===== config.mk =====
export PLATFORM = sky130hd
export DESIGN_NAME = booth_signed_multiplier_flat
export DESIGN_NICKNAME = d
export VERILOG_FILES = /design/src/hdl/bsm_pkg.sv /design/src/hdl/bsm_if.sv /design/src/hdl/booth_signed_multiplier.sv /design/src/hdl/bsm_stage.sv /design/src/flat_wrapper.sv
export SDC_FILE = /design/constraint.sdc
export NUM_CORES = 2
export LEC_CHECK = 0
export ABC_AREA = 1
export CORE_MARGIN = 1.5
export CORE_UTILIZATION = 50
export CTS_CLUSTER_DIAMETER = 40
export CTS_CLUSTER_SIZE = 30
export DETAILED_ROUTE_END_ITERATION = 6
export DONT_BUFFER_PORTS = 1
export GPL_TIMING_DRIVEN = 1
export PLACE_DENSITY_LB_ADDON = 0.3
export SLEW_MARGIN = 0
export SYNTH_ARGS = -nofsm -noshare
export SYNTH_HDL_FRONTEND = slang
export SYNTH_HIERARCHICAL = 1
export SYNTH_SLANG_ARGS = --single-unit

===== constraint.sdc =====
create_clock -name clock -period 9.22 [get_ports clock]
set_input_delay 1.844 -clock clock [delete_from_list [all_inputs] [get_ports clock]]
set_output_delay 1.844 -clock clock [all_outputs]
set_load 0.05 [all_outputs]

===== src/hdl/bsm_pkg.sv =====
`default_nettype none

package bsm_pkg;

   localparam int WIDTH_DEFAULT = 16;

   // Booth pair: current multiplier bit, then the bit below it.
   typedef enum logic [1:0] {
      BOOTH_ZERO = 2'b00,
      BOOTH_ADD  = 2'b01,
      BOOTH_SUB  = 2'b10,
      BOOTH_RUN  = 2'b11
   } booth_pair_type;

endpackage

`default_nettype wire


===== src/hdl/bsm_if.sv =====
`default_nettype none

interface bsm_req_if #(
   parameter int WIDTH = bsm_pkg::WIDTH_DEFAULT
);
   logic                    valid;
   logic                    ready;
   logic signed [WIDTH-1:0] multiplicand;
   logic signed [WIDTH-1:0] multiplier;

   modport source (output valid, output multiplicand, output multiplier, input ready);
   modport sink   (input valid, input multiplicand, input multiplier, output ready);
endinterface

interface bsm_rsp_if #(
   parameter int WIDTH = bsm_pkg::WIDTH_DEFAULT
);
   logic                      valid;
   logic                      ready;
   logic signed [2*WIDTH-1:0] product;

   modport source (output valid, output product, input ready);
   modport sink   (input valid, input product, output ready);
endinterface

`default_nettype wire


===== src/hdl/booth_signed_multiplier.sv =====
// Signed radix-2 Booth multiplier.
//
// req_if carries a WIDTH-bit signed multiplicand and multiplier; rsp_if
// returns their exact signed product of 2*WIDTH bits, one product per
// request beat, in request order. Both channels move a beat on a rising
// clock edge where valid and ready are high.
//
// The datapath is a chain of WIDTH register stages, each doing one Booth
// step (add or subtract the shifted multiplicand, or keep the sum) for one
// multiplier bit. A new request can enter every cycle unless a stalled
// receiver has backed the pipeline up to req_if.ready.
//
// Reset (synchronous, active high) clears every stage's valid bit, so the
// pipeline comes out empty. When the receiver holds rsp_if.ready low, the
// last stage holds its product and earlier stages keep filling behind it;
// req_if.ready drops only once all WIDTH stages are occupied.
`default_nettype none

module booth_signed_multiplier #(
   parameter int WIDTH = bsm_pkg::WIDTH_DEFAULT
) (
   input logic      clock,
   input logic      reset,
   bsm_req_if.sink  req_if,
   bsm_rsp_if.source rsp_if
);

   logic [WIDTH:0]          stage_valid;
   logic [WIDTH:0]          stage_ready;
   logic signed [WIDTH-1:0] stage_mcand  [0:WIDTH];
   logic [WIDTH-1:0]        stage_mplier [0:WIDTH];
   logic [2*WIDTH-1:0]      stage_acc    [0:WIDTH];

   assign stage_valid[0]  = req_if.valid;
   assign req_if.ready    = stage_ready[0];
   assign stage_mcand[0]  = req_if.multiplicand;
   assign stage_mplier[0] = req_if.multiplier;
   assign stage_acc[0]    = '0;

   for (genvar k = 0; k < WIDTH; k++) begin : g_stage
      bsm_stage #(
         .WIDTH (WIDTH),
         .BIT   (k)
      ) u_stage (
         .clock      (clock),
         .reset      (reset),
         .in_valid   (stage_valid[k]),
         .in_ready   (stage_ready[k]),
         .in_mcand   (stage_mcand[k]),
         .in_mplier  (stage_mplier[k]),
         .in_acc     (stage_acc[k]),
         .out_valid  (stage_valid[k+1]),
         .out_ready  (stage_ready[k+1]),
         .out_mcand  (stage_mcand[k+1]),
         .out_mplier (stage_mplier[k+1]),
         .out_acc    (stage_acc[k+1])
      );
   end

   assign stage_ready[WIDTH] = rsp_if.ready;
   assign rsp_if.valid       = stage_valid[WIDTH];
   assign rsp_if.product     = stage_acc[WIDTH];

endmodule

`default_nettype wire


===== src/hdl/bsm_stage.sv =====
`default_nettype none

module bsm_stage #(
   parameter int WIDTH = bsm_pkg::WIDTH_DEFAULT,
   parameter int BIT   = 0
) (
   input  logic                    clock,
   input  logic                    reset,
   input  logic                    in_valid,
   output logic                    in_ready,
   input  logic signed [WIDTH-1:0] in_mcand,
   input  logic [WIDTH-1:0]        in_mplier,
   input  logic [2*WIDTH-1:0]      in_acc,
   output logic                    out_valid,
   input  logic                    out_ready,
   output logic signed [WIDTH-1:0] out_mcand,
   output logic [WIDTH-1:0]        out_mplier,
   output logic [2*WIDTH-1:0]      out_acc
);
   import bsm_pkg::*;

   logic                    valid_ff;
   logic                    valid_in;
   logic signed [WIDTH-1:0] mcand_ff;
   logic [WIDTH-1:0]        mplier_ff;
   logic [2*WIDTH-1:0]      acc_ff;
   logic [2*WIDTH-1:0]      acc_in;
   logic [2*WIDTH-1:0]      term;
   logic                    prev_bit;
   logic                    load;
   booth_pair_type          pair;

   if (BIT == 0) begin : g_first
      assign prev_bit = 1'b0;
   end else begin : g_rest
      assign prev_bit = in_mplier[BIT-1];
   end

   assign pair     = booth_pair_type'({in_mplier[BIT], prev_bit});
   assign term     = {{WIDTH{in_mcand[WIDTH-1]}}, in_mcand} << BIT;
   assign in_ready = !valid_ff || out_ready;
   assign load     = in_valid && in_ready;

   always_comb begin
      unique case (pair)
         BOOTH_SUB: acc_in = in_acc - term;
         BOOTH_ADD: acc_in = in_acc + term;
         BOOTH_ZERO,
         BOOTH_RUN: acc_in = in_acc;
      endcase
   end

   always_comb begin
      if (load) begin
         valid_in = 1'b1;
      end else if (out_ready) begin
         valid_in = 1'b0;
      end else begin
         valid_in = valid_ff;
      end
   end

   always_ff @(posedge clock) begin
      if (reset) begin
         valid_ff <= 1'b0;
      end else begin
         valid_ff <= valid_in;
      end
   end

   // Hold the beat until the next stage takes it.
   always_ff @(posedge clock) begin
      if (load) begin
         mcand_ff  <= in_mcand;
         mplier_ff <= in_mplier;
         acc_ff    <= acc_in;
      end
   end

   assign out_valid  = valid_ff;
   assign out_mcand  = mcand_ff;
   assign out_mplier = mplier_ff;
   assign out_acc    = acc_ff;

endmodule

`default_nettype wire


===== src/flat_wrapper.sv =====
// flat-port wrapper written by rule: the top's interface ports become plain ports
module booth_signed_multiplier_flat 
#(
   parameter int WIDTH = bsm_pkg::WIDTH_DEFAULT
)
  (clock, reset, req_if_valid, req_if_multiplicand, req_if_multiplier, req_if_ready, rsp_if_valid, rsp_if_product, rsp_if_ready);
  bsm_req_if #(.WIDTH(WIDTH)) req_if_i ();
  bsm_rsp_if #(.WIDTH(WIDTH)) rsp_if_i ();
  input logic clock;
  input logic reset;
  input wire logic [$bits(req_if_i.valid)-1:0] req_if_valid;
  input wire logic [$bits(req_if_i.multiplicand)-1:0] req_if_multiplicand;
  input wire logic [$bits(req_if_i.multiplier)-1:0] req_if_multiplier;
  output wire logic [$bits(req_if_i.ready)-1:0] req_if_ready;
  output wire logic [$bits(rsp_if_i.valid)-1:0] rsp_if_valid;
  output wire logic [$bits(rsp_if_i.product)-1:0] rsp_if_product;
  input wire logic [$bits(rsp_if_i.ready)-1:0] rsp_if_ready;
  assign req_if_i.valid = req_if_valid;
  assign req_if_i.multiplicand = req_if_multiplicand;
  assign req_if_i.multiplier = req_if_multiplier;
  assign req_if_ready = req_if_i.ready;
  assign rsp_if_valid = rsp_if_i.valid;
  assign rsp_if_product = rsp_if_i.product;
  assign rsp_if_i.ready = rsp_if_ready;
  booth_signed_multiplier #(.WIDTH(WIDTH)) u_core (.clock(clock), .reset(reset), .req_if(req_if_i), .rsp_if(rsp_if_i));
endmodule

# Yosys cells after proc, flatten, opt, wreduce, memory -nomap -nowiden
# Index checks and enable logic that the tools add are counted.
# totals
regBits,1008
input_bits,36
out_inout_bits,34
wordCells,281
# classes
n_addsub,31
n_eq_ne,45
n_mux,48
n_reduce_logical,95
# ops
operator,n
$pmux W32 S3,15
$add A32 B32 Y32,15
$sub A32 B32 Y32,15
$pmux W32 S2,1
$eq A2 B2 Y1 const B,30
$logic_not A2 Y1,16
$mux W1,32
$reduce_bool A2 Y1,16
$eq A2 B1 Y1 const B,15
$reduce_or A2 Y1,15
$sub A1 B16 Y17 const A,1
$logic_and A1 B1 Y1,16
$logic_not A1 Y1,16
$logic_or A1 B1 Y1,16

# Logic depth before layout (Yosys ltp)
# depth
word_depth,19
mapped_depth,33
depth_no_buf,33

# By module
# Netlist, hierarchy kept.
# modules_own_cells
module,instances,cells_each,area_per_inst_um2,seq_area_each_um2
bsm_stage (u_core.g_stage[1].u_stage),1,715,5178.7,1941.9
bsm_stage (u_core.g_stage[2].u_stage),1,689,5063.6,1941.9
bsm_stage (u_core.g_stage[3].u_stage),1,654,4849.7,1941.9
bsm_stage (u_core.g_stage[5].u_stage),1,613,4772.1,1941.9
bsm_stage (u_core.g_stage[0].u_stage),1,670,4757.1,1941.9
bsm_stage (u_core.g_stage[4].u_stage),1,625,4734.5,1941.9
bsm_stage (u_core.g_stage[6].u_stage),1,562,4478.0,1941.9
bsm_stage (u_core.g_stage[7].u_stage),1,520,4266.6,1941.9
bsm_stage (u_core.g_stage[8].u_stage),1,498,4222.8,1941.9
bsm_stage (u_core.g_stage[9].u_stage),1,479,4175.3,1941.9
bsm_stage (u_core.g_stage[10].u_stage),1,465,3995.1,1941.9
bsm_stage (u_core.g_stage[12].u_stage),1,414,3814.9,1941.9
bsm_stage (u_core.g_stage[11].u_stage),1,429,3806.2,1941.9
bsm_stage (u_core.g_stage[13].u_stage),1,377,3598.5,1941.9
+3 rows,-,-,-,-

# Worst setup path after synthesis
# Ideal clock, no wire load.
# synth_path
path_kind,input to register
startpoint,input rsp_if_ready
endpoint,register u_core.g_stage[0].u_stage.acc_ff[0] (enable)
setup_time_ns,0.507
arrival_time_ns,6.601
path_slack_ns,2.112
path_stages,32
n_path_buf,0
cell_sequence,inv_1 nand2_1 inv_1 nand2_1 inv_1 nand2_1 inv_1 nand2_1 inv_1 nand2_1 inv_1 nand2_1 inv_1 nand2_1 inv_1 nand2_1 inv_1 nand2_1 inv_1 nand2_1 inv_1 nand2_1 inv_1 nand2_1 inv_1 nand2_1 inv_1 nand2_1 inv_1 nand2_1 inv_1 a21oi_1
# synth_between
elab_chain_len,17
# synth_rtl
element,line,source
start: declaration,flat_wrapper.sv:17,input wire logic [$bits(rsp_if_i.ready)-1:0] rsp_if_ready;
$logic_or A1 B1 Y1,bsm_stage.sv:41,assign in_ready = !valid_ff || out_ready;
named net u_core.stage_ready[15],booth_signed_multiplier.sv:29,logic [WIDTH:0] stage_ready;
$logic_or A1 B1 Y1,bsm_stage.sv:41,
named net u_core.stage_ready[14],booth_signed_multiplier.sv:29,
$logic_or A1 B1 Y1,bsm_stage.sv:41,
named net u_core.stage_ready[13],booth_signed_multiplier.sv:29,
$logic_or A1 B1 Y1,bsm_stage.sv:41,
named net u_core.stage_ready[12],booth_signed_multiplier.sv:29,
(+1 left out),-,
named net u_core.stage_ready[11],booth_signed_multiplier.sv:29,
(+1 left out),-,
named net u_core.stage_ready[10],booth_signed_multiplier.sv:29,
(+1 left out),-,
named net u_core.stage_ready[9],booth_signed_multiplier.sv:29,
(+1 left out),-,
named net u_core.stage_ready[8],booth_signed_multiplier.sv:29,
(+1 left out),-,
named net u_core.stage_ready[7],booth_signed_multiplier.sv:29,
(+1 left out),-,
named net u_core.stage_ready[6],booth_signed_multiplier.sv:29,
(+1 left out),-,
named net u_core.stage_ready[5],booth_signed_multiplier.sv:29,
(+1 left out),-,
named net u_core.stage_ready[4],booth_signed_multiplier.sv:29,
(+1 left out),-,
named net u_core.stage_ready[3],booth_signed_multiplier.sv:29,
$logic_or A1 B1 Y1,bsm_stage.sv:41,
named net u_core.stage_ready[2],booth_signed_multiplier.sv:29,
$logic_or A1 B1 Y1,bsm_stage.sv:41,
named net u_core.stage_ready[1],booth_signed_multiplier.sv:29,
$logic_or A1 B1 Y1,bsm_stage.sv:41,
$logic_and A1 B1 Y1,bsm_stage.sv:42,assign load = in_valid && in_ready;
named net u_core.g_stage[0].u_stage.load,bsm_stage.sv:30,logic load;
end signal: assignment,bsm_stage.sv:76,acc_ff <= acc_in;
end: declaration,bsm_stage.sv:26,logic [2*WIDTH-1:0] acc_ff;
# The timed path passes the listed nets, and every way through them passes these cells.
# A chain may end at the register's enable or synchronous reset.

# Final worst setup path
# layout_path
startpoint,input rsp_if_ready
endpoint,output req_if_ready
# layout_between
elab_chain_len,16
# layout_rtl
element,line,source
$logic_or A1 B1 Y1,bsm_stage.sv:41,
named net u_core.stage_ready[15],booth_signed_multiplier.sv:29,
$logic_or A1 B1 Y1,bsm_stage.sv:41,
named net u_core.stage_ready[14],booth_signed_multiplier.sv:29,
$logic_or A1 B1 Y1,bsm_stage.sv:41,
named net u_core.stage_ready[13],booth_signed_multiplier.sv:29,
$logic_or A1 B1 Y1,bsm_stage.sv:41,
named net u_core.stage_ready[12],booth_signed_multiplier.sv:29,
(+1 left out),-,
named net u_core.stage_ready[11],booth_signed_multiplier.sv:29,
(+1 left out),-,
named net u_core.stage_ready[10],booth_signed_multiplier.sv:29,
(+1 left out),-,
named net u_core.stage_ready[9],booth_signed_multiplier.sv:29,
(+1 left out),-,
named net u_core.stage_ready[8],booth_signed_multiplier.sv:29,
(+1 left out),-,
named net u_core.stage_ready[7],booth_signed_multiplier.sv:29,
(+1 left out),-,
named net u_core.stage_ready[6],booth_signed_multiplier.sv:29,
(+1 left out),-,
named net u_core.stage_ready[5],booth_signed_multiplier.sv:29,
(+1 left out),-,
named net u_core.stage_ready[4],booth_signed_multiplier.sv:29,
$logic_or A1 B1 Y1,bsm_stage.sv:41,
named net u_core.stage_ready[3],booth_signed_multiplier.sv:29,
$logic_or A1 B1 Y1,bsm_stage.sv:41,
named net u_core.stage_ready[2],booth_signed_multiplier.sv:29,
$logic_or A1 B1 Y1,bsm_stage.sv:41,
named net u_core.stage_ready[1],booth_signed_multiplier.sv:29,
$logic_or A1 B1 Y1,bsm_stage.sv:41,
end: declaration,flat_wrapper.sv:14,output wire logic [$bits(req_if_i.ready)-1:0] req_if_ready;
# The timed path passes the listed nets, and every way through them passes these cells.

==> results_dict.tcl <==
set metrics [dict create \
    syn_area_per_cell_um2 7.78 \
    finalClockSkew_ps 69.9 \
    syn_to_final_growth_pct 10.8 \
    drc_errors 2 \
    finalPower_mw 11.5 \
    rsz0062_at_grt "no" \
    cts_resized 0 \
    p_leak_nw 33.4 \
    worstPathMaxFanout 2 \
    ctsHtreeMaxLevel 4 \
    grt_pass1_vias 50600 \
    start_util 0.505 \
    numCtsBuffers 136 \
    grtUsageMet1 0.368 \
    grt-busiest-layer "met2" \
    cts_setup_buffers 0 \
    cts_buffer_depth 3 \
    final_util 0.560 \
    drv_slew 0 \
    antenna_found_initial 4 \
    final_antenna_net_count 0 \
    wire_per_inst_um 16.8 \
    num_rows 131 \
    netlist_instances 8301 \
    die_w_um 362 \
    core_area_um2 128000 \
    place.gp.congestion 0.950 \
    clk_latency_ps 780 \
    dp_slack_ps 1950 \
    period_minus_slack_ps 7250 \
    slowest_stage "nand2_1" \
    track_usage 0.260 \
    tightest_slew_ps 1050 \
    violations "DRC" \
    grt_pass1_wl_um 272000 \
    setup.worst_path.start "rsp_if_ready" \
    root_buffer "clkbuf_16" \
    drt_iter0_drc 4479 \
    critPathLaunchType "primary input" \
    grt_max_degree 65 \
    power.density_nw_per_um2 160 \
    first_pass_iters 7 \
    relSlewSlack 0.297 \
    ctsHoldBuffers 0 \
    vias_per_cell 5.31 \
    cts.sinks 903 \
    met3_usage 0.0336 \
    num-fill-cells 11800 \
    pin_count 70 \
    critPathArrivalTime_ps 5410 \
    required_ps 7380 \
    met2_usage 0.418 \
    worst_slack_ps 1970 \
    timing.rr.start "u_core/g_stage[15].u_stage/out_valid$_SDFFE_PP0P_" \
    cp-end-kind "output port" \
    status "finished with violations" \
    layout.nets 8934 \
    irDropWorstVdd_mv 0.238 \
    clkTransAtPathRegs_ps 70 \
    max_cap_violations 0 \
    ys_warn_count 6 \
    drt-total-wl_um 171000 \
    fin_setup_tns_ps 0 \
    die_h_um 362 \
    io_buffers 0 \
    final_hold_viol_count 0 \
    drive_gt1_frac 0.0829 \
    crit_path_max_incr_delay_ps 320 \
    dieArea_um2 131000 \
    netlist_area_um2 64600 \
    antenna_cells 0 \
    fmaxAchievable_mhz 138 \
    overflow 0 \
    finalSetupViolations 0 \
    dp_hpwl_um 136000 \
    crit_type "primary input to output port" \
    route.vias.total 54200 \
    cts_tree "done" \
    min_path_type "flip-flop to flip-flop" \
    min_period_over_period 0.787 \
    hp-start "u_core/g_stage[4].u_stage/out_mplier[14]$_DFFE_PP_" \
]
-- flip-flops by register name, summed over array words and instances (netlist names) --
name and count:
u_core/g_stage.u_stage/out_acc 512, u_core/g_stage.u_stage/out_valid 16, u_core/g_stage.u_stage/out_mplier 135, u_core/g_stage.u_stage/out_mcand 240
-- area by class of cell --
| class | instances | area [µm²] | share of cell area |
|---|---|---|---|
| clock buffers | 153 | 3560 | 0.0498 |
| clock inverters | 92 | 1170 | 0.0163 |
| inverters | 1192 | 4480 | 0.0626 |
| multi-input cells | 6175 | 33100 | 0.463 |
| flip-flops and latches | 903 | 27000 | 0.376 |
| well taps | 1662 | 2080 | 0.0290 |
| repair buffers | 29 | 218 | 0.00304 |
-- metrics by stage --
| step | hold slack, ps | cells | area [µm²] |
|---|---|---|---|
| global route | 417 | 10200 | 71600 |
| CTS | 407 | 10200 | 71600 |
| global placement | 400 | 9961 | 66900 |
| finish | 408 | 10200 | 71600 |
| detailed placement | 405 | 9961 | 66900 |
| floorplan | 400 | 8365 | 64800 |
-- metal layers --
layer / vias up / part of all wire
li1: 27300 / -
met1: 25200 / 0.46
met2: 1543 / 0.45
met3: 235 / 0.062
met4: 0 / 0.022
met5: - / 0
-- cells in the final DEF, fill, tap and decap left out, drive strengths merged --
cell type / instances
inv: 1218
nor4: 10
a31oi: 18
o31ai: 18
nor2: 696
nand2: 2940
or2: 73
nand3: 598
nand3b: 56
nor3b: 1
buf: 29
nor3: 76
o22ai: 3
clkbuf: 153
a31o: 1
clkinvlp: 5
a311oi: 2
xor2: 160
xnor2: 120
edfxtp: 887
conb: 65
a21boi: 5
a21o: 14
clkinv: 55
ha: 445
dfxtp: 16
o21a: 7
o21ai: 269
nand4: 111
and2: 26
fa: 16
bufinv: 6
o21bai: 39
a21oi: 406
-- power breakdown --
| group | internal (mW) | switching, mW | leakage, nW |
|---|---|---|---|
| Combinational | 0.519 | 1.03 | 22.9 |
| Sequential | 4.60 | 0.0819 | 8.20 |
| Clock | 3.09 | 2.13 | 2.29 |
| Total | 8.21 | 3.25 | 33.4 |
-- final timing paths --
check,cells after the start,slack [ps],end
worst max register to register,32,4320,u_core/g_stage[0].u_stage/out_mplier[3]$_DFFE_PP_
worst max-delay path,32,1970,req_if_ready
worst min-delay path,0,410,u_core/g_stage[5].u_stage/out_mplier[14]$_DFFE_PP_
worst min register to register,0,410,u_core/g_stage[5].u_stage/out_mplier[14]$_DFFE_PP_
-- worst max-delay path: cells and delay by family --
kind | cells | cell delay (ps)
and+or+nand+nor | 16 | 1670
buffers and inverters | 16 | 1900
No activity file was read; power rests on OpenSTA's default activity.
